### src/rtl/core/spring_force_vector_top_assert.svh
// ----------------------------------------------------------------------------
// spring_force_vector_top_assert.svh
// assertion macros used by spring_force_vector_top
// ----------------------------------------------------------------------------
`ifndef SPRING_FORCE_VECTOR_TOP_ASSERT_SVH
`define SPRING_FORCE_VECTOR_TOP_ASSERT_SVH
`ifndef SYNTH
// same-cycle implication
`define SFV_ASSERT_IMP(lbl, clk, rstn, ante, cons) \
    lbl: assert property (@(posedge clk) disable iff (!rstn) (ante) |-> (cons)) \
        else $error("spring force vector assertion failed");
// next-cycle implication
`define SFV_ASSERT_NXT(lbl, clk, rstn, ante, cons) \
    lbl: assert property (@(posedge clk) disable iff (!rstn) (ante) |=> (cons)) \
        else $error("spring force vector assertion failed");
`else
`define SFV_ASSERT_IMP(lbl, clk, rstn, ante, cons)
`define SFV_ASSERT_NXT(lbl, clk, rstn, ante, cons)
`endif
`endif

### src/rtl/core/sfv_pkg.sv
// ----------------------------------------------------------------------------
// sfv_pkg
// widths, types and register codes of the spring force vector block
// ----------------------------------------------------------------------------
package sfv_pkg;

    // coordinate format
    localparam int COORD_WIDTH = 32;
    localparam int FRAC_BITS   = 16;

    // configuration port
    localparam int CFG_W     = 32;
    localparam int CFG_IDX_W = 2;
    localparam logic [CFG_IDX_W-1:0] CFG_SPRING_CONSTANT = 2'd0;
    localparam logic [CFG_IDX_W-1:0] CFG_REST_LENGTH     = 2'd1;
    localparam logic [CFG_IDX_W-1:0] CFG_PULL_ONLY       = 2'd2;

    // datapath widths
    localparam int DIFF_W  = COORD_WIDTH + 1;
    localparam int SUMSQ_W = 2 * DIFF_W;
    localparam int LEN_W   = DIFF_W;
    localparam int SQREM_W = LEN_W + 2;
    localparam int EXT_W   = (LEN_W > CFG_W) ? LEN_W : CFG_W;
    localparam int PROD_W  = CFG_W + EXT_W;
    localparam int MAG_W   = PROD_W - FRAC_BITS;
    localparam int MLO_W   = MAG_W / 2;
    localparam int MHI_W   = MAG_W - MLO_W;
    localparam int NUM_W   = MAG_W + DIFF_W;
    localparam int QUO_W   = COORD_WIDTH;
    localparam int REM_W   = LEN_W + 1;
    localparam int HI_W    = NUM_W - QUO_W;

    // request payloads
    typedef struct packed {
        logic signed [COORD_WIDTH-1:0] self_x;
        logic signed [COORD_WIDTH-1:0] self_y;
        logic signed [COORD_WIDTH-1:0] self_z;
        logic signed [COORD_WIDTH-1:0] other_x;
        logic signed [COORD_WIDTH-1:0] other_y;
        logic signed [COORD_WIDTH-1:0] other_z;
    } t_pos;

    typedef struct packed {
        logic signed [COORD_WIDTH-1:0] force_x;
        logic signed [COORD_WIDTH-1:0] force_y;
        logic signed [COORD_WIDTH-1:0] force_z;
        logic                          force_applied;
    } t_force;

    // side data carried through the root chain
    typedef struct packed {
        logic [2:0][DIFF_W-1:0] ad;
        logic [2:0]             dneg;
    } t_sq_side;

    // side data carried through the divide chain
    typedef struct packed {
        logic [2:0] neg;
        logic [2:0] sat;
        logic       zero_out;
        logic       applied;
    } t_dv_side;

endpackage

### src/rtl/core/sfv_sqrt_cell.sv
// ----------------------------------------------------------------------------
// sfv_sqrt_cell
// one root digit of the integer square root chain
// ----------------------------------------------------------------------------
module sfv_sqrt_cell (
    input  logic                          i_clk,
    input  logic                          i_rst_n,
    input  logic                          i_en,
    input  logic                          i_valid,
    input  logic [sfv_pkg::SUMSQ_W-1:0]   i_rad,
    input  logic [sfv_pkg::SQREM_W-1:0]   i_rem,
    input  logic [sfv_pkg::LEN_W-1:0]     i_root,
    input  sfv_pkg::t_sq_side             i_side,
    output logic                          o_valid,
    output logic [sfv_pkg::SUMSQ_W-1:0]   o_rad,
    output logic [sfv_pkg::SQREM_W-1:0]   o_rem,
    output logic [sfv_pkg::LEN_W-1:0]     o_root,
    output sfv_pkg::t_sq_side             o_side
);
    logic [sfv_pkg::SQREM_W-1:0] w_rsh;
    logic [sfv_pkg::SQREM_W-1:0] w_trial;
    logic                        w_ge;

    logic                        r_valid;
    logic [sfv_pkg::SUMSQ_W-1:0] r_rad;
    logic [sfv_pkg::SQREM_W-1:0] r_rem;
    logic [sfv_pkg::LEN_W-1:0]   r_root;
    sfv_pkg::t_sq_side           r_side;

    // bring down two radicand bits, try root*4+1
    assign w_rsh   = {i_rem[sfv_pkg::LEN_W-1:0],
                      i_rad[sfv_pkg::SUMSQ_W-1:sfv_pkg::SUMSQ_W-2]};
    assign w_trial = {i_root, 2'b01};
    assign w_ge    = (w_rsh >= w_trial);

    always_ff @(posedge i_clk) begin
        if (!i_rst_n) begin
            r_valid <= 1'b0;
        end else if (i_en) begin
            r_valid <= i_valid;
        end
    end

    always_ff @(posedge i_clk) begin
        if (i_en) begin
            r_rad  <= {i_rad[sfv_pkg::SUMSQ_W-3:0], 2'b00};
            r_rem  <= w_ge ? (w_rsh - w_trial) : w_rsh;
            r_root <= {i_root[sfv_pkg::LEN_W-2:0], w_ge};
            r_side <= i_side;
        end
    end

    assign o_valid = r_valid;
    assign o_rad   = r_rad;
    assign o_rem   = r_rem;
    assign o_root  = r_root;
    assign o_side  = r_side;
endmodule

### config.mk
export PLATFORM = sky130hd
export DESIGN_NAME = sfv_sqrt_cell
export DESIGN_NICKNAME = d
export VERILOG_FILES = /design/src/rtl/core/spring_force_vector_top_assert.svh /design/src/rtl/core/sfv_pkg.sv /design/src/rtl/core/sfv_sqrt_cell.sv
export SDC_FILE = /design/constraint.sdc
export NUM_CORES = 1
export LEC_CHECK = 0
export BUFFER_PORTS_ARGS = -buffer_cell sky130_fd_sc_hd__buf_2
export CAP_MARGIN = 20
export CORE_ASPECT_RATIO = 1.5
export CORE_MARGIN = 5
export CORE_UTILIZATION = 30
export CTS_CLUSTER_DIAMETER = 200
export CTS_CLUSTER_SIZE = 16
export DETAILED_ROUTE_END_ITERATION = 6
export REMOVE_ABC_BUFFERS = 1
export SYNTH_ARGS = -nofsm -noshare
export SYNTH_HDL_FRONTEND = slang
export SYNTH_SLANG_ARGS = --single-unit
### constraint.sdc
create_clock -name i_clk -period 5.1 [get_ports i_clk]
set_input_delay 1.275 -clock i_clk [delete_from_list [all_inputs] [get_ports i_clk]]
set_output_delay 1.275 -clock i_clk [all_outputs]
set_load 0.03 [all_outputs]
==> load_flow_metrics.sql <==
INSERT INTO impl_metrics (metric_group, metric, value, unit) VALUES
('sta', 'final_min_period_over_clock_period', '74.51', '%'),
('power_and_ir_drop', 'p_per_area', '362.8', 'mW/mm2'),
('sta', 'worst-slew-pin-transition', '0.7689', 'ns'),
('die', 'chipWidth', '155.9', 'um'),
('power_and_ir_drop', 'vdd_ir_drop_max', '176.4', 'uV'),
('synth', 'synth_edf_count', '234', ''),
('synth', 'share_of_synthesized_cell_area_in_full_adder_half_adder_and_majority_cells', '4.573', '%'),
('hold_path', 'start_point_of_the_worst_min_delay_path', 'o_valid$_SDFFE_PN0P_', ''),
('cts', 'holdBufCountCts', '0', ''),
('synth', 'dominant_combinational_cell_family_by_area_after_synthesis', 'compound AO/OA/AOI/OAI gates', ''),
('sta', 'finalCriticalPeriod', '3.800', 'ns'),
('hold_path', 'min-delay-path-class', 'reg2reg', ''),
('synth', 'mappedNetlistArea', '0.009577', 'mm2'),
('layout', 'final_net_count', '1396', ''),
('synth', 'synthCells', '637', ''),
('synth', 'muxShareOfSynthArea', '0.3266', '%'),
('grt', 'grt_max_degree', '97', ''),
('synth', 'number_of_register_bits_inferred_by_synthesis', '235', ''),
('setup_path', 'depth_of_the_worst_register_to_register_path', '2', ''),
('cts', 'tritoncts_num_sinks', '235', ''),
('route', 'detail_route.wirelength', '31660', 'um'),
('synth', 'cell_types_occupying_the_most_area_after_synthesis', 'sky130_fd_sc_hd__edfxtp_1 73%, sky130_fd_sc_hd__ha_1 4.6%, sky130_fd_sc_hd__a21oi_1 2.5%, sky130_fd_sc_hd__inv_1 1.7%, sky130_fd_sc_hd__nand2_1 1.5%', ''),
('cts', 'post_cts_buffers', '0', ''),
('die', 'chipHeight', '228.8', 'um'),
('power_and_ir_drop', 'seq_power_share', '50.3', '%'),
('layout', 'most-common-layout-cells', '471 x sky130_fd_sc_hd__buf_2, 234 x sky130_fd_sc_hd__edfxtp_1, 47 x sky130_fd_sc_hd__a21oi_1', ''),
('sta', 'final.setup_skew', '0', 'ns'),
('die', 'io_pins', '477', ''),
('hold_path', 'timing.hold.worst_endpoint', 'o_valid$_SDFFE_PN0P_', ''),
('layout', 'syn2layout_area_growth', '35.07', '%'),
('setup_path', 'worstSetupStartpointType', 'input pin', ''),
('status', 'run_status', 'completed', ''),
('sta', 'setup_total_negative_slack', '0', 'ns'),
('route', 'detail-route-antenna-nets', '0', ''),
('placed_design', 'post_place_cell_area', '0.01241', 'mm2'),
('route', 'vias_per_instance', '4.527', ''),
('grt', 'via_count_of_the_first_global_routing_pass', '7158', ''),
('power_and_ir_drop', 'power.clock.fraction', '28.0', '%'),
('layout', 'final_common_cell', 'sky130_fd_sc_hd__buf_2', ''),
('power_and_ir_drop', 'p_int', '3.311', 'mW'),
('route', 'detail_route.wl_per_cell', '20.50', 'um'),
('setup_path', 'cp_cell_sequence', 'buf_2 > inv_1 > ha_1 > nand2_1 > o21ai_0 > a21oi_1 > o211ai_1 > a21oi_1 > o31a_1 > inv_2 > buf_4 > a21oi_1', ''),
('setup_path', 'worst_path_largest_cell_delay', '0.43', 'ns'),
('sta', 'finalMaxSlewViolations', '0', ''),
('synth', 'synth_compound_area_share', '9.302', '%'),
('setup_path', 'rr_startpoint', 'o_valid$_SDFFE_PN0P_', ''),
('synth', 'synth_area_per_cell', '15.03', 'um2'),
('sta', 'timing_hold_violations_final', '0', ''),
('setup_path', 'crit_arrival', '4.04', 'ns'),
('sta', 'grt_setup_unrepaired', 'false', ''),
('setup_path', 'path_max_fanout', '25', ''),
('synth', 'synth_xor_xnor_area_share', '2.469', '%'),
('placed_design', 'pre_cts_slack', '0.7392', 'ns'),
('die', 'die-area', '0.03567', 'mm2'),
('grt', 'first_pass_grt_wire_length', '44530', 'um'),
('route', 'detailedRoute.firstPassIterationCount', '5', ''),
('synth', 'netlist-cell-type-count', '59', ''),
('power_and_ir_drop', 'swShare', '29.45', '%'),
('cts', 'cts_root_buf', 'sky130_fd_sc_hd__clkbuf_16', ''),
('placed_design', 'place_congestion', '0.8045', ''),
('sta', 'slew_headroom', '48.74', '%'),
('grt', 'grt_remaining_overflow', '0', ''),
('cts', 'h-tree-depth', '1', ''),
('setup_path', 'timing.critical_path.required', '5.34', 'ns'),
('grt', 'globalRouteTotalUtil', '16.64', '%'),
('synth', 'seq_area_frac_synth', '73.58', '%'),
('die', 'initial_core_util', '30.18', '%'),
('sta', 'postLayoutSetupSlackWorst', '1.300', 'ns'),
('grt', 'initial_antenna_violation_count', '14', ''),
('setup_path', 'crit_path_frequent_cell', 'sky130_fd_sc_hd__a21oi_1', ''),
('cts', 'worstSkewPairLatency', '0.48', 'ns');
-- worst max path at each step --
stage               startpoint             endpoint  depth (start not counted)
floorplan           i_root[10]  o_rem[24]$_DFFE_PP_                         10
global placement     i_root[8]   o_rem[2]$_DFFE_PP_                         12
detailed placement   i_root[8]  o_rem[15]$_DFFE_PP_                         12
CTS                  i_root[8]  o_rem[11]$_DFFE_PP_                         12
global route         i_root[8]   o_rem[7]$_DFFE_PP_                         13
finish               i_root[8]   o_rem[3]$_DFFE_PP_                         12
-- state kept, by name (all words and copies together) (netlist names) --
name / cells
o_root: 33
o_rad: 64
o_side: 102
o_valid: 1
o_rem: 35
-- critical path: cells and delay by family --
kind	cells	cell delay, ns
compound gates	6	1.54
buf+inv	4	0.73
fa+ha+maj	1	0.36
simple gates	1	0.09
-- logic make-up (layout without fill, tap and decap cells) --
family | Yosys count | in the layout
multiplexers | 3 | 3
adder cells (fa/ha/maj) | 35 | 35
XOR/XNOR | 27 | 27
buffers and inverters | 59 | 548
flip-flops | 235 | 235
other | 1 | 9
AND/OR/NAND/NOR | 136 | 136
AO/OA/AOI/OAI | 141 | 141
-- synthesized netlist by cell type (all sizes together) (6+ instances only) --
master	n
o21ai	26
a21oi	48
nor2	34
a21o	20
buf	10
nand2	39
nor3	11
inv	45
xor2	12
xnor2	15
o21bai	7
nand3	16
o21a	6
nand4	8
ha	35
a31oi	7
edfxtp	234
-- metrics by stage --
step	total power, mW	hold slack, ns	util (%)	instances
after floorplan	3.025	0.6404	-	624
after global placement	3.423	0.4957	39.12	1511
after detailed placement	3.435	0.5270	39.12	1511
after CTS	4.774	0.5452	40.71	1537
after global routing	4.906	0.5978	40.75	1542
final	4.693	0.5357	40.77	1544
-- layout make-up --
class | count | area (um2)
diodes | 7 | 17.52
clock buffers | 25 | 498.0
clock inverters | 1 | 7.507
fillers | 3050 | 18800
inverters | 45 | 168.9
multi-input cells | 344 | 2261
flip-flops and latches | 235 | 7047
well taps | 410 | 513.0
repair buffers | 477 | 2422
-- routing by layer --
metal	track usage [%]	share of wire, %	vias to the layer above
met4	5.174	2.0	10
met3	5.588	9.6	51
met2	30.84	53	290
li1	-	-	3367
met5	0	0.22	-
met1	17.48	35	3272
-- power by group through the flow --
stage / clock [mW] / sequential [mW] / combinational [mW]
6_report: 1.31 / 2.36 / 1.02
5_1_grt: 1.44 / 2.38 / 1.09
4_1_cts: 1.38 / 2.36 / 1.03
3_5_place_dp: 0 / 2.41 / 1.03
3_3_place_gp: 0 / 2.40 / 1.02
2_1_floorplan: 0 / 2.76 / 0.261
(Power assumes the default switching activity.)
