--- src/rtl/core/spring_force_vector_top_assert.svh ---
// ----------------------------------------------------------------------------
// spring_force_vector_top_assert.svh
// assertion macros used by spring_force_vector_top
// ----------------------------------------------------------------------------
`ifndef SPRING_FORCE_VECTOR_TOP_ASSERT_SVH
`define SPRING_FORCE_VECTOR_TOP_ASSERT_SVH
`ifndef SYNTH
// same-cycle implication
`define SFV_ASSERT_IMP(lbl, clk, rstn, ante, cons) \
    lbl: assert property (@(posedge clk) disable iff (!rstn) (ante) |-> (cons)) \
        else $error("spring force vector assertion failed");
// next-cycle implication
`define SFV_ASSERT_NXT(lbl, clk, rstn, ante, cons) \
    lbl: assert property (@(posedge clk) disable iff (!rstn) (ante) |=> (cons)) \
        else $error("spring force vector assertion failed");
`else
`define SFV_ASSERT_IMP(lbl, clk, rstn, ante, cons)
`define SFV_ASSERT_NXT(lbl, clk, rstn, ante, cons)
`endif
`endif

--- src/rtl/core/sfv_pkg.sv ---
// ----------------------------------------------------------------------------
// sfv_pkg
// widths, types and register codes of the spring force vector block
// ----------------------------------------------------------------------------
package sfv_pkg;

    // coordinate format
    localparam int COORD_WIDTH = 32;
    localparam int FRAC_BITS   = 16;

    // configuration port
    localparam int CFG_W     = 32;
    localparam int CFG_IDX_W = 2;
    localparam logic [CFG_IDX_W-1:0] CFG_SPRING_CONSTANT = 2'd0;
    localparam logic [CFG_IDX_W-1:0] CFG_REST_LENGTH     = 2'd1;
    localparam logic [CFG_IDX_W-1:0] CFG_PULL_ONLY       = 2'd2;

    // datapath widths
    localparam int DIFF_W  = COORD_WIDTH + 1;
    localparam int SUMSQ_W = 2 * DIFF_W;
    localparam int LEN_W   = DIFF_W;
    localparam int SQREM_W = LEN_W + 2;
    localparam int EXT_W   = (LEN_W > CFG_W) ? LEN_W : CFG_W;
    localparam int PROD_W  = CFG_W + EXT_W;
    localparam int MAG_W   = PROD_W - FRAC_BITS;
    localparam int MLO_W   = MAG_W / 2;
    localparam int MHI_W   = MAG_W - MLO_W;
    localparam int NUM_W   = MAG_W + DIFF_W;
    localparam int QUO_W   = COORD_WIDTH;
    localparam int REM_W   = LEN_W + 1;
    localparam int HI_W    = NUM_W - QUO_W;

    // request payloads
    typedef struct packed {
        logic signed [COORD_WIDTH-1:0] self_x;
        logic signed [COORD_WIDTH-1:0] self_y;
        logic signed [COORD_WIDTH-1:0] self_z;
        logic signed [COORD_WIDTH-1:0] other_x;
        logic signed [COORD_WIDTH-1:0] other_y;
        logic signed [COORD_WIDTH-1:0] other_z;
    } t_pos;

    typedef struct packed {
        logic signed [COORD_WIDTH-1:0] force_x;
        logic signed [COORD_WIDTH-1:0] force_y;
        logic signed [COORD_WIDTH-1:0] force_z;
        logic                          force_applied;
    } t_force;

    // side data carried through the root chain
    typedef struct packed {
        logic [2:0][DIFF_W-1:0] ad;
        logic [2:0]             dneg;
    } t_sq_side;

    // side data carried through the divide chain
    typedef struct packed {
        logic [2:0] neg;
        logic [2:0] sat;
        logic       zero_out;
        logic       applied;
    } t_dv_side;

endpackage

--- src/rtl/core/sfv_div_cell.sv ---
// ----------------------------------------------------------------------------
// sfv_div_cell
// one quotient bit of the three-lane restoring divide chain
// ----------------------------------------------------------------------------
module sfv_div_cell (
    input  logic                              i_clk,
    input  logic                              i_rst_n,
    input  logic                              i_en,
    input  logic                              i_valid,
    input  logic [sfv_pkg::LEN_W-1:0]         i_len,
    input  logic [2:0][sfv_pkg::REM_W-1:0]    i_rem,
    input  logic [2:0][sfv_pkg::QUO_W-1:0]    i_low,
    input  logic [2:0][sfv_pkg::QUO_W-1:0]    i_quo,
    input  sfv_pkg::t_dv_side                 i_side,
    output logic                              o_valid,
    output logic [sfv_pkg::LEN_W-1:0]         o_len,
    output logic [2:0][sfv_pkg::REM_W-1:0]    o_rem,
    output logic [2:0][sfv_pkg::QUO_W-1:0]    o_low,
    output logic [2:0][sfv_pkg::QUO_W-1:0]    o_quo,
    output sfv_pkg::t_dv_side                 o_side
);
    logic [2:0][sfv_pkg::REM_W-1:0] w_rsh;
    logic [2:0]                     w_ge;

    logic                           r_valid;
    logic [sfv_pkg::LEN_W-1:0]      r_len;
    logic [2:0][sfv_pkg::REM_W-1:0] r_rem;
    logic [2:0][sfv_pkg::QUO_W-1:0] r_low;
    logic [2:0][sfv_pkg::QUO_W-1:0] r_quo;
    sfv_pkg::t_dv_side              r_side;

    // shift in next numerator bit and trial subtract
    always_comb begin
        for (int i = 0; i < 3; i++) begin
            w_rsh[i] = {i_rem[i][sfv_pkg::LEN_W-1:0], i_low[i][sfv_pkg::QUO_W-1]};
            w_ge[i]  = (w_rsh[i] >= sfv_pkg::REM_W'(i_len));
        end
    end

    always_ff @(posedge i_clk) begin
        if (!i_rst_n) begin
            r_valid <= 1'b0;
        end else if (i_en) begin
            r_valid <= i_valid;
        end
    end

    always_ff @(posedge i_clk) begin
        if (i_en) begin
            for (int i = 0; i < 3; i++) begin
                r_rem[i] <= w_ge[i] ? (w_rsh[i] - sfv_pkg::REM_W'(i_len)) : w_rsh[i];
                r_low[i] <= {i_low[i][sfv_pkg::QUO_W-2:0], 1'b0};
                r_quo[i] <= {i_quo[i][sfv_pkg::QUO_W-2:0], w_ge[i]};
            end
            r_len  <= i_len;
            r_side <= i_side;
        end
    end

    assign o_valid = r_valid;
    assign o_len   = r_len;
    assign o_rem   = r_rem;
    assign o_low   = r_low;
    assign o_quo   = r_quo;
    assign o_side  = r_side;
endmodule

--- config.mk ---
export PLATFORM = sky130hd
export DESIGN_NAME = sfv_div_cell
export DESIGN_NICKNAME = d
export VERILOG_FILES = /design/src/rtl/core/spring_force_vector_top_assert.svh /design/src/rtl/core/sfv_pkg.sv /design/src/rtl/core/sfv_div_cell.sv
export SDC_FILE = /design/constraint.sdc
export NUM_CORES = 1
export LEC_CHECK = 0
export BUFFER_PORTS_ARGS = -buffer_cell sky130_fd_sc_hd__clkbuf_2
export CAP_MARGIN = 20
export CORE_AREA = 2 2 265 267
export CTS_BUF_LIST = sky130_fd_sc_hd__clkbuf_4 sky130_fd_sc_hd__clkbuf_8 sky130_fd_sc_hd__clkbuf_16
export DETAILED_ROUTE_END_ITERATION = 8
export DIE_AREA = 0 0 267 269
export HOLD_SLACK_MARGIN = 0.15
export MAX_ROUTING_LAYER = met4
export SETUP_SLACK_MARGIN = 0.4
export SLEW_MARGIN = 20
export SYNTH_ARGS = -nofsm -noshare
export SYNTH_HDL_FRONTEND = slang
export SYNTH_SLANG_ARGS = --single-unit
--- constraint.sdc ---
create_clock -name i_clk -period 3.7 [get_ports i_clk]
set_input_delay 0.185 -clock i_clk [delete_from_list [all_inputs] [get_ports i_clk]]
set_output_delay 0.185 -clock i_clk [all_outputs]
set_load 0.02 [all_outputs]
==> out/summary.txt, run 1 <==
outcome: complete, no violations
Final Max Slew Viols: 0
GP Congestion: 0.914
total routing resource utilization after global routing: 24.1%
starting density of the core: 24.7%
capture endpoint of the worst hold path: o_rem[0]
total wire length after detailed routing: 88500 um
detailed route wirelength on metal3: 5020 um
CP cell instances: dlygate4sd3_1 -> clkbuf_2 -> inv_1 -> ha_1 -> and3_1 -> o211ai_1 -> o211ai_2 -> a311oi_4 -> buf_4 -> a21oi_2 -> a31oi_4 -> buf_12 -> mux2_2
synthesized instance count: 1428
DRT met1 WL: 34600 um
number of sinks driven by the clock tree: 333
routed length on met2: 44400 um
Post-DP HPWL: 71200 um
count of TritonRoute iterations in the first routing pass: 8
xor/xnor share of the synthesized area: 3.79%
vias in the first global route: 16445
Final Hold Vio Count: 0
final critical-path share of the clock period: 87.3%
Worst Min Path Start: i_low[31]
Mapped Avg Cell Area: 12.0 um2
Final setup viols: 0
slew of the pin with the lowest slew margin: 0.775 ns
Design Power: 12.1 mW
number of enable flip-flop cells after synthesis: 332
share of synthesized registers carrying an async set or reset: 0%
Total Nets Final: 2911
Crit. End Element: register
adder-cell area share of the yosys netlist: 7.59%
Clock Tree Root: sky130_fd_sc_hd__clkbuf_16
critical path start-end classification: in -> reg
unrepaired setup endpoints after global routing: false
delay-heaviest family, CP: buffers and inverters
Synthesis Warnings: 0
Highest Clock Rate: 310 MHz
unique cell type count in the Yosys netlist: 79
worst hold path stage count: 4
clock input transition at the sequential cells of the worst setup and hold paths: 0.06 ns
max-cap viol count: 0
number of H-tree levels: 2
worst vdd rail ir drop: 0.288 mV
Power Dens Cells: 455 mW/mm2
# IOs: 675
Post-Synthesis Cell Area: 0.0171 mm2
maximum number of pins on one net before global-route repair: 94
number of antenna violations at the first check in global routing: 20
static power due to leakage: 11.7 nW
type of the worst min-delay path: in -> reg
total global routing overflow: 0
proportion of synthesized chip area in sequential cells: 58.4%
uppermost layer routed: met4
detailed-route vias per instance: 4.75
largest family of logic cells by synthesized area: compound AO/OA/AOI/OAI gates
clock tree from TritonCTS: done
DR vias: 16425
slowest stage cell on the critical path: sky130_fd_sc_hd__dlygate4sd3_1
I/O Buffers: 665
worst slew slack as a fraction of its limit: 48.3%
first-pass GRT wire length: 119000 um
Synth-to-Final Area Change: 55.7%
Critical R2R Launch: o_valid
share of the synthesized area in compound gates (AO/OA/AOI/OAI): 16.0%
buffer and inverter count on the worst path: 5
fraction of layout cells with a size suffix above 1: 33.2%
Max Clock Skew: 0 ns
filler instances: 6808
critical path peak fanout: 24
die width: 267 um
endpoint of the lowest-slack register-to-register path: o_valid
number of DRC violations after detailed routing: 0
share of cell area taken by muxes after synthesis: 1.47%
Core Area: 0.0693 mm2
number of violations reported at the end of detailed-routing iteration 0: 1309
worst path arrival time: 3.57 ns
cells on worst reg2reg path: 3
worst endpoint required time: 4.04 ns
area share of and/or/nand/nor cells after synthesis: 9.68%
top_reg_cell synth: sky130_fd_sc_hd__edfxtp_1
sort of element at the start of the critical path: input pin
die outline height: 269 um
flop and latch count out of synthesis: 333
number of placement rows: 97
wire length per cell: 25.6 um
total negative slack for setup checks: 0 ns
Clock Latency Late Sink: 0.58 ns
Die Footprint: 0.0718 mm2
maximum clock insertion buffer count: 3
post-layout minimum cycle time: 3.23 ns
largest stage delay on the critical path: 0.56 ns
Worst R2R Setup Slack: 2.55 ns
Antenna Nets Post-Route: 0
CTS Buf Count: 42
sequential cells by signal, summed over array words and instances, names as in the netlist:
signal,cells
o_rem,102
o_quo,96
o_low,93
o_len,33
o_side,8
o_valid,1
power by group:
part           internal, mW  leakage, nW  switching (mW)
Sequential             4.64         3.26           0.162
Clock                  2.39        0.674            1.75
Combinational          1.20         7.76            1.97
layout by cell type (no fill, tap or decap), types with 8 or more instances in the layout:
cell	n
sky130_fd_sc_hd__nand2_1	117
sky130_fd_sc_hd__o21a_1	16
sky130_fd_sc_hd__edfxtp_1	332
sky130_fd_sc_hd__and3_1	18
sky130_fd_sc_hd__nand3_1	27
sky130_fd_sc_hd__nor2_1	77
sky130_fd_sc_hd__clkbuf_16	42
sky130_fd_sc_hd__o21bai_1	22
sky130_fd_sc_hd__diode_2	19
sky130_fd_sc_hd__nor2b_1	11
sky130_fd_sc_hd__inv_1	73
sky130_fd_sc_hd__clkbuf_4	10
sky130_fd_sc_hd__a211oi_1	13
sky130_fd_sc_hd__xnor2_1	38
sky130_fd_sc_hd__nor3_1	16
sky130_fd_sc_hd__buf_4	47
sky130_fd_sc_hd__mux2_2	17
sky130_fd_sc_hd__xor2_1	36
sky130_fd_sc_hd__clkbuf_2	664
sky130_fd_sc_hd__dlygate4sd3_1	332
sky130_fd_sc_hd__ha_1	98
sky130_fd_sc_hd__nand4_1	25
sky130_fd_sc_hd__nor4_1	10
sky130_fd_sc_hd__o21ai_0	99
sky130_fd_sc_hd__a21o_1	65
sky130_fd_sc_hd__o31ai_1	8
sky130_fd_sc_hd__a21oi_1	120
through the flow:
step / area, um2 / worst slack, ns / hold WS (ns) / cells / util [%]
floorplan: 17100 / 0.700 / 0.284 / 1430 / -
detailed placement: 21800 / 0.115 / 0.364 / 3032 / 31.5
global route: 26600 / 0.337 / 0.193 / 3457 / 38.4
global placement: 21800 / 0.131 / 0.363 / 3032 / 31.5
finish: 26600 / 0.469 / 0.182 / 3460 / 38.4
CTS: 26500 / 0.416 / 0.154 / 3439 / 38.2
final cells by class:
cell class / instances / area [um2] / area share, %
diodes: 19 / 47.5 / 0.179
clock buffers: 52 / 1130 / 4.23
clock inverters: 23 / 238 / 0.893
inverters: 76 / 292 / 1.10
multi-input cells: 969 / 6660 / 25.0
flip-flops and latches: 333 / 9990 / 37.5
well taps: 940 / 1180 / 4.42
repair buffers: 1048 / 7090 / 26.7
logic make-up (layout without fill, tap and decap cells):
group,count (synthesis),after routing
AO/OA/AOI/OAI,423,423
XOR/XNOR,74,74
adder cells (fa/ha/maj),102,102
buffers and inverters,128,1199
flip-flops,333,333
multiplexers,23,23
other,1,22
AND/OR/NAND/NOR,344,344
tightest hold or removal path: cells and delay by family:
kind | cells | cell delay (ns)
adders and majority gates | 1 | 0.15
buffers and inverters | 2 | 0.15
muxes | 1 | 0.09
metal layers:
layer / up-vias / track usage, %
met5: - / -
met4: 0 / 10.5
met3: 148 / 4.15
met2: 679 / 42.3
met1: 8077 / 27.1
li1: 7521 / -
synthesized netlist by cell type, drive strengths merged (5+ instances only):
library cell	count	share of area [%]
nor4	10	0.37
inv	76	1.7
ha	99	7.2
and3	19	0.70
o21bai	22	0.97
a21boi	5	0.22
nor2	77	1.7
clkbuf	36	0.79
a21oi	123	3.6
a31oi	8	0.38
or3	6	0.22
a21o	65	2.9
xnor2	38	1.9
nand3b	5	0.22
a211oi	14	0.61
o21a	16	0.70
buf	16	0.56
nor2b	11	0.40
mux2i	6	0.35
nand2b	6	0.22
nand4	25	0.91
o211ai	7	0.34
nand2	117	2.6
and2	7	0.26
nand3	27	0.79
edfxtp	332	58
xor2	36	1.8
nor3	16	0.47
a311oi	8	0.45
a221oi	6	0.34
o31ai	10	0.47
o21ai	101	3.0
mux2	17	1.1
a211o	5	0.26
worst max path at each step:
stage | from | end | slack [ns] | cells past startpoint
floorplan | i_low[31] | o_rem[13] | 0.70 | 12
global placement | i_len[0] | o_rem[1] | 0.13 | 12
detailed placement | i_len[0] | o_rem[13] | 0.12 | 12
CTS | i_len[16] | o_rem[1] | 0.42 | 12
global route | i_len[15] | o_rem[32] | 0.34 | 13
finish | i_len[8] | o_rem[13] | 0.47 | 13
repair_timing:
item,in CTS,in global routing
buffers inserted,0,2
hold endpoints to repair,358,0
endpoints found under the setup margin,0,56
gates resized for setup,0,14
hold buffers,332,0
(Power assumes the default switching activity.)
==> inputs of run 2 (changes only) <==
CORE_AREA = 2 2 264 266   (was 2 2 265 267)
DIE_AREA = 0 0 266 268   (was 0 0 267 269)
clock period = 2.7 ns   (was 3.7 ns; I/O delays follow)
==> run 2 against run 1 <==
  * The run now ends with hold timing left
  * Register-to-register slack worse by 1.0 ns
  * Non-clock buffer count rose by 351
  * Count of clock-buffer cells in the layout down 4
  * Clock skew is the same
  * Sequential share of layout area shrank 5.1 points
  * Critical path type unchanged
  * Critical endpoint is now o_rem[35]
==> out/summary.txt, run 2 (synthesis results as in run 1) <==
outcome: finished with violations
violated checks: hold timing
unrepaired setup endpoints after global routing: true
Clock Tree Root: sky130_fd_sc_hd__clkbuf_16
clock input transition at the sequential cells of the worst setup and hold paths: 0.06 ns (about the same)
die width: 266 um (-0.37%)
fraction of layout cells with a size suffix above 1: 47.5% (+14 points)
total negative slack for setup checks: 0 ns (unchanged)
final-layout worst hold slack: -0.149 ns (-0.331 ns)
fin worst setup slack: 0.262 ns (-0.207 ns)
first-pass GRT wire length: 130000 um (+9.2%)
Power Dens Cells: 585 mW/mm2 (+29%)
CTS Buf Count: 42 (unchanged)
Antenna Nets Post-Route: 0 (unchanged)
Max Clock Skew: 0 ns (unchanged)
Final Max Slew Viols: 0 (unchanged)
critical path peak fanout: 6 (-75%)
worst vdd rail ir drop: 0.374 mV (+30%)
die outline height: 268 um (-0.37%)
count of TritonRoute iterations in the first routing pass: 6 (-2)
# IOs: 675 (unchanged)
total global routing overflow: 0 (unchanged)
commonest non-fill, non-tap cells in the layout: sky130_fd_sc_hd__clkbuf_2 (659), sky130_fd_sc_hd__buf_4 (351), sky130_fd_sc_hd__edfxtp_1 (332)
minimum setup slack after placement: -0.578 ns (-0.694 ns)
type of the worst min-delay path: in -> reg
max-cap viol count: 0 (unchanged)
GP Congestion: 0.916 (+0.19%)
Crit. End Element: register
number of sinks driven by the clock tree: 333 (unchanged)
maximum clock insertion buffer count: 3 (unchanged)
number of violations reported at the end of detailed-routing iteration 0: 1107 (-15%)
DR vias: 17954 (+9.3%)
Clock Latency Late Sink: 0.56 ns (-0.02 ns)
slew of the pin with the lowest slew margin: 0.519 ns (-0.256 ns)
number of H-tree levels: 2 (unchanged)
worst path arrival time: 2.75 ns (-0.82 ns)
Die Footprint: 0.0713 mm2 (-0.74%)
Final Hold Vio Count: 3 (+3)
post-layout minimum cycle time: 2.44 ns
Highest Clock Rate: 410 MHz
Final setup viols: 0 (unchanged)
Total Nets Final: 3266 (+12%)
max FFs per register: 102 (unchanged)
final critical-path share of the clock period: 90.3%
maximum number of pins on one net before global-route repair: 78 (-17%)
starting density of the core: 25.1% (+0.39 points)
most frequent standard cell in the layout excluding fill and tap cells: sky130_fd_sc_hd__clkbuf_2
worst slew slack as a fraction of its limit: 65.4% (+17 points)
sort of element at the start of the critical path: input pin
final std cells w/o fill: 3754 (+8.5%)
Post-DP HPWL: 75500 um (+6.1%)
I/O Buffers: 665 (unchanged)
wire length per cell: 25.7 um (+0.37%)
critical path start-end classification: in -> reg
Synth-to-Final Area Change: 80.4%
total routing resource utilization after global routing: 26.4% (+2.3 points)
detailed-route vias per instance: 4.78 (+0.75%)
number of antenna violations at the first check in global routing: 15 (-25%)
static power due to leakage: 13.7 nW (+17%)
number of DRC violations after detailed routing: 0 (unchanged)
clock tree from TritonCTS: done
Design Power: 18.0 mW (+49%)
Core Area: 0.0682 mm2 (-1.6%)
vias in the first global route: 18382 (+12%)
worst endpoint required time: 3.02 ns (-1.02 ns)
placed cell count: 3287 (+8.4%)
number of placement rows: 96 (-1.0%)
total wire length after detailed routing: 96400 um (+8.9%)
-- run 2: cell types whose count changed in the layout (fill, tap and decap cells not counted), moves of 21 or more --
cell                      previous run  this run
sky130_fd_sc_hd__buf_4              47       351
sky130_fd_sc_hd__o21ai_0            99        64
sky130_fd_sc_hd__buf_6               0        27
sky130_fd_sc_hd__a21oi_1           120        95
sky130_fd_sc_hd__nor2_1             77        54
sky130_fd_sc_hd__o21ai_2             0        23
sky130_fd_sc_hd__a21oi_2             3        24
-- run 2: path summary, 6_finish.rpt --
path,from,to,slack (ns),cells past startpoint
worst max-delay path,i_len[1],o_rem[35],0.26,13
worst min-delay path,i_len[0],o_len[0],-0.15,1
worst max register to register,o_valid,o_valid,1.51,3
worst min register to register,o_valid,o_valid,1.13,3
-- run 2: through the flow --
stage / hold WS, ns / util, % / cell area [um2]
2_1_floorplan: 0.234 / - / 17300
6_report: -0.149 / 45.2 / 30800
5_1_grt: -0.168 / 45.2 / 30800
3_5_place_dp: 0.314 / 35.6 / 24300
4_1_cts: -0.187 / 43.5 / 29700
3_3_place_gp: 0.313 / 35.6 / 24300
-- run 2: final cells by class --
class	count	area, um2
fillers	6421	37400
repair buffers	1399	10100
flip-flops and latches	333	9990
multi-input cells	969	7740
clock buffers	48	1110
well taps	882	1100
inverters	76	337
clock inverters	29	307
repair inverters	4	72.6
diodes	14	35.0
-- run 2: where the power goes --
group	switching (mW)	internal, mW	total (mW)
sequential	0.256	6.35	6.61
combinational	3.09	2.42	5.52
clock	2.45	3.46	5.92
-- run 2: timing repair --
action | 4_1_cts | 5_1_grt
endpoints found under the setup margin | 101 | 100
gates resized for setup | 111 | 198
gates cloned | 4 | 7
hold buffers | 329 | 1
setup buffers | 21 | 14
endpoints found under the hold margin | 361 | 4
pin swaps | 33 | 75
-- run 2: layer usage --
metal	track usage, %	vias to the layer above	routed length [um]
li1	-	8232	-
met1	28.6	8882	37000
met2	47.5	665	49900
met3	4.55	175	4730
met4	11.3	0	4790
met5	-	-	0
-- run 2: critical path, stage by stage --
cell                         delay [ns]
sky130_fd_sc_hd__clkbuf_16         0.12
sky130_fd_sc_hd__clkinvlp_4        0.18
sky130_fd_sc_hd__buf_6             0.18
sky130_fd_sc_hd__fa_2              0.34
sky130_fd_sc_hd__a21oi_2           0.18
sky130_fd_sc_hd__o22ai_2           0.11
sky130_fd_sc_hd__o41ai_2           0.32
sky130_fd_sc_hd__buf_4             0.19
sky130_fd_sc_hd__o31ai_4           0.09
sky130_fd_sc_hd__a21boi_2          0.18
sky130_fd_sc_hd__o311a_4           0.27
sky130_fd_sc_hd__buf_12            0.15
sky130_fd_sc_hd__mux2_4            0.30
==> inputs of run 3 (changes only) <==
PLACE_DENSITY = 0.55   (was unset)
REMOVE_ABC_BUFFERS = 1   (was unset)
==> run 3 against run 2 <==
  * The run still ends with hold timing left
  * Total power fell by 1.5%
  * Final cell count is essentially flat
  * Register-to-register slack improved by 0.02 ns
  * Highest routed layer unchanged
  * Critical endpoint is now o_rem[30]
  * Utilization decreased by 0.31 points
  * Largest power group unchanged
==> out/summary.txt, run 3 (synthesis results as in run 1) <==
clock tree from TritonCTS: done
uppermost layer routed: met4
Switch Pwr: 5.68 mW (-2.1%)
DR vias: 17718 (-1.3%)
Final Max Slew Viols: 0 (unchanged)
Final Hold Vio Count: 2 (-1)
Die Footprint: 0.0713 mm2 (unchanged)
cells on worst reg2reg path: 3 (unchanged)
most frequent cell on the critical path: sky130_fd_sc_hd__buf_4
slew of the pin with the lowest slew margin: 0.673 ns (+0.153 ns)
unrepaired setup endpoints after global routing: true
number of antenna violations at the first check in global routing: 20 (+5)
max FFs per register: 102 (unchanged)
worst vdd rail ir drop: 0.419 mV (+12%)
total wire length after detailed routing: 93800 um (-2.6%)
total negative slack for setup checks: 0 ns (unchanged)
placed cell count: 3276 (-0.33%)
number of DRC violations after detailed routing: 0 (unchanged)
Critical R2R Launch: o_valid
Max Clock Skew: 0 ns (unchanged)
starting density of the core: 25.1% (unchanged)
Clock power frac: 32.7% (about the same)
total routing resource utilization after global routing: 25.5% (-0.87 points)
Worst R2R Setup Slack: 1.53 ns (+0.02 ns)
switching power share of the total: 32.0% (-0.21 points)
CP cell instances: buf_8 -> inv_8 -> ha_4 -> inv_2 -> fa_2 -> a21o_1 -> a221oi_4 -> o211ai_4 -> a311oi_2 -> buf_4 -> a21oi_4 -> buf_4 -> buf_4 -> a311oi_2 -> xor2_1 -> mux2i_1
Crit. End Element: register
maximum number of pins on one net before global-route repair: 71 (-9.0%)
first-pass GRT wire length: 126000 um (-3.4%)
routed length on met2: 48400 um (-3.0%)
total global routing overflow: 0 (unchanged)
CTS Buf Count: 41 (-2.4%)
detailed route wirelength on metal3: 4760 um (+0.68%)
worst slew slack as a fraction of its limit: 55.2% (-10 points)
cell area after layout: 0.0306 mm2 (-0.68%)
fin worst setup slack: 0.292 ns (+0.0299 ns)
slowest stage cell on the critical path: sky130_fd_sc_hd__fa_2
clock input transition at the sequential cells of the worst setup and hold paths: 0.06 ns (about the same)
filler instances: 6427 (+0.093%)
Antenna Nets Post-Route: 0 (unchanged)
number of sinks driven by the clock tree: 333 (unchanged)
number of placement rows: 96 (unchanged)
GP Congestion: 0.915 (-0.14%)
sort of element at the start of the critical path: input pin
final core utilization: 44.9% (-0.31 points)
vias in the first global route: 18071 (-1.7%)
critical path start-end classification: in -> reg
number of violations reported at the end of detailed-routing iteration 0: 1200 (+8.4%)
Highest Clock Rate: 415 MHz (+1.2%)
final std cells w/o fill: 3751 (-0.080%)
maximum clock insertion buffer count: 3 (unchanged)
Core Area: 0.0682 mm2 (unchanged)
die width: 266 um (unchanged)
critical path startpoint: i_low[31]
Post-DP HPWL: 73800 um (-2.2%)
worst endpoint required time: 3.01 ns (about the same)
final critical-path share of the clock period: 89.2% (-1.1 points)
fraction of layout cells with a size suffix above 1: 46.7% (-0.78 points)
design internal power: 12.1 mW (-1.2%)
Total Nets Final: 3261 (-0.15%)
commonest non-fill, non-tap cells in the layout: sky130_fd_sc_hd__clkbuf_2 (658), sky130_fd_sc_hd__buf_4 (350), sky130_fd_sc_hd__dlygate4sd3_1 (334)
max-cap viol count: 0 (unchanged)
critical path peak fanout: 5 (-1)
relative contribution of sequential cells to total power: 37.1% (+0.5 points)
Final setup viols: 0 (unchanged)
post-layout minimum cycle time: 2.41 ns (-0.0299 ns)
violated checks: hold timing
Clock Latency Late Sink: 0.57 ns (about the same)
Gate power share: 30.2% (-0.4 points)
delay-heaviest family, CP: compound AO/OA/AOI/OAI gates
minimum setup slack after placement: -0.724 ns (-0.146 ns)
largest stage delay on the critical path: 0.39 ns (+0.05 ns)
DRT met1 WL: 35700 um (-3.6%)
worst setup path endpoint: o_rem[30]
Power Dens Cells: 580 mW/mm2 (-0.80%)
I/O Buffers: 665 (unchanged)
final-layout worst hold slack: -0.199 ns (-0.0497 ns)
number of logic stages on the critical path including buffering: 16 (+3)
Synth-to-Final Area Change: 79.2%
most frequent standard cell in the layout excluding fill and tap cells: sky130_fd_sc_hd__clkbuf_2
worst path arrival time: 2.72 ns (-0.03 ns)
type of the worst min-delay path: in -> reg
number of H-tree levels: 2 (unchanged)
# IOs: 675 (unchanged)
Clock Tree Root: sky130_fd_sc_hd__clkbuf_16
endpoint of the lowest-slack register-to-register path: o_valid
count of TritonRoute iterations in the first routing pass: 5 (-1)
wire length per cell: 25.0 um (-2.6%)
detailed-route vias per instance: 4.72 (-1.2%)
buffer and inverter count on the worst path: 6 (+1)
static power due to leakage: 13.7 nW (-0.52%)
post-placement cell area: 0.0241 mm2 (-1.0%)
die outline height: 268 um (unchanged)
outcome: finished with violations
run 3: changes by cell type in the layout (fill, tap and decap cells not counted), moves of 6 or more:
cell	before	now
sky130_fd_sc_hd__a21oi_1	95	110
sky130_fd_sc_hd__a21oi_2	24	9
sky130_fd_sc_hd__buf_6	27	20
sky130_fd_sc_hd__nor2_2	6	12
sky130_fd_sc_hd__nor2_4	17	7
sky130_fd_sc_hd__o21ai_0	64	70
run 3: routing by layer:
layer	track usage, %	vias to the layer above
li1	-	8227
met1	27.1	8712
met4	12.2	0
met2	45.7	633
met3	4.87	146
met5	-	-
run 3: how the worst min path moves through the flow:
| stage | from | end | slack (ns) | depth (start not counted) |
|---|---|---|---|---|
| after global routing | i_len[0] | o_len[0] | -0.23 | 1 |
| after global placement | i_low[70] | o_low[71] | 0.31 | 1 |
| after floorplan | i_len[0] | o_len[0] | 0.23 | 0 |
| after CTS | i_len[0] | o_len[0] | -0.24 | 1 |
| final | i_len[0] | o_len[0] | -0.20 | 1 |
| after detailed placement | i_quo[54] | o_quo[55] | 0.31 | 1 |
run 3: through the flow:
stage               total power, mW  hold slack, ns
floorplan                      8.71           0.234
global placement               11.1           0.313
detailed placement             11.1           0.314
CTS                            17.6          -0.239
global route                   18.4          -0.227
finish                         17.8          -0.199
run 3: layout make-up:
cell class / count / area, um2 / share of cell area [%]
Timing Repair Buffer: 1398 / 10100 / 33.1
Sequential cell: 333 / 9990 / 32.6
Multi-Input combinational cell: 969 / 7610 / 24.8
Tap cell: 882 / 1100 / 3.60
Clock buffer: 48 / 1080 / 3.52
Inverter: 76 / 342 / 1.11
Clock inverter: 25 / 307 / 1.00
Antenna cell: 19 / 47.5 / 0.155
Timing Repair inverter: 1 / 16.3 / 0.0531
run 3: power by group through the flow:
stage	Combinational, mW	Clock, mW	Sequential (mW)
2_1_floorplan	1.42	0	7.29
5_1_grt	5.70	6.10	6.63
3_3_place_gp	4.42	0	6.69
6_report	5.37	5.81	6.59
4_1_cts	5.01	5.96	6.59
3_5_place_dp	4.43	0	6.67
run 3: repair_timing:
action	in CTS	in global routing
endpoints found under the setup margin	105	102
endpoints found under the hold margin	390	5
buffers inserted	15	25
pin swaps	34	58
cloned	2	7
resized for setup	78	219
hold buffers	329	5
run 3: worst register-to-register path: cells and delay by family (launching register included):
| kind | cells | cell delay [ns] |
|---|---|---|
| multiplexers | 1 | 0.13 |
| buffers and inverters | 1 | 0.55 |
| AND/OR/NAND/NOR | 1 | 0.06 |
| flip-flops | 1 | 0.31 |
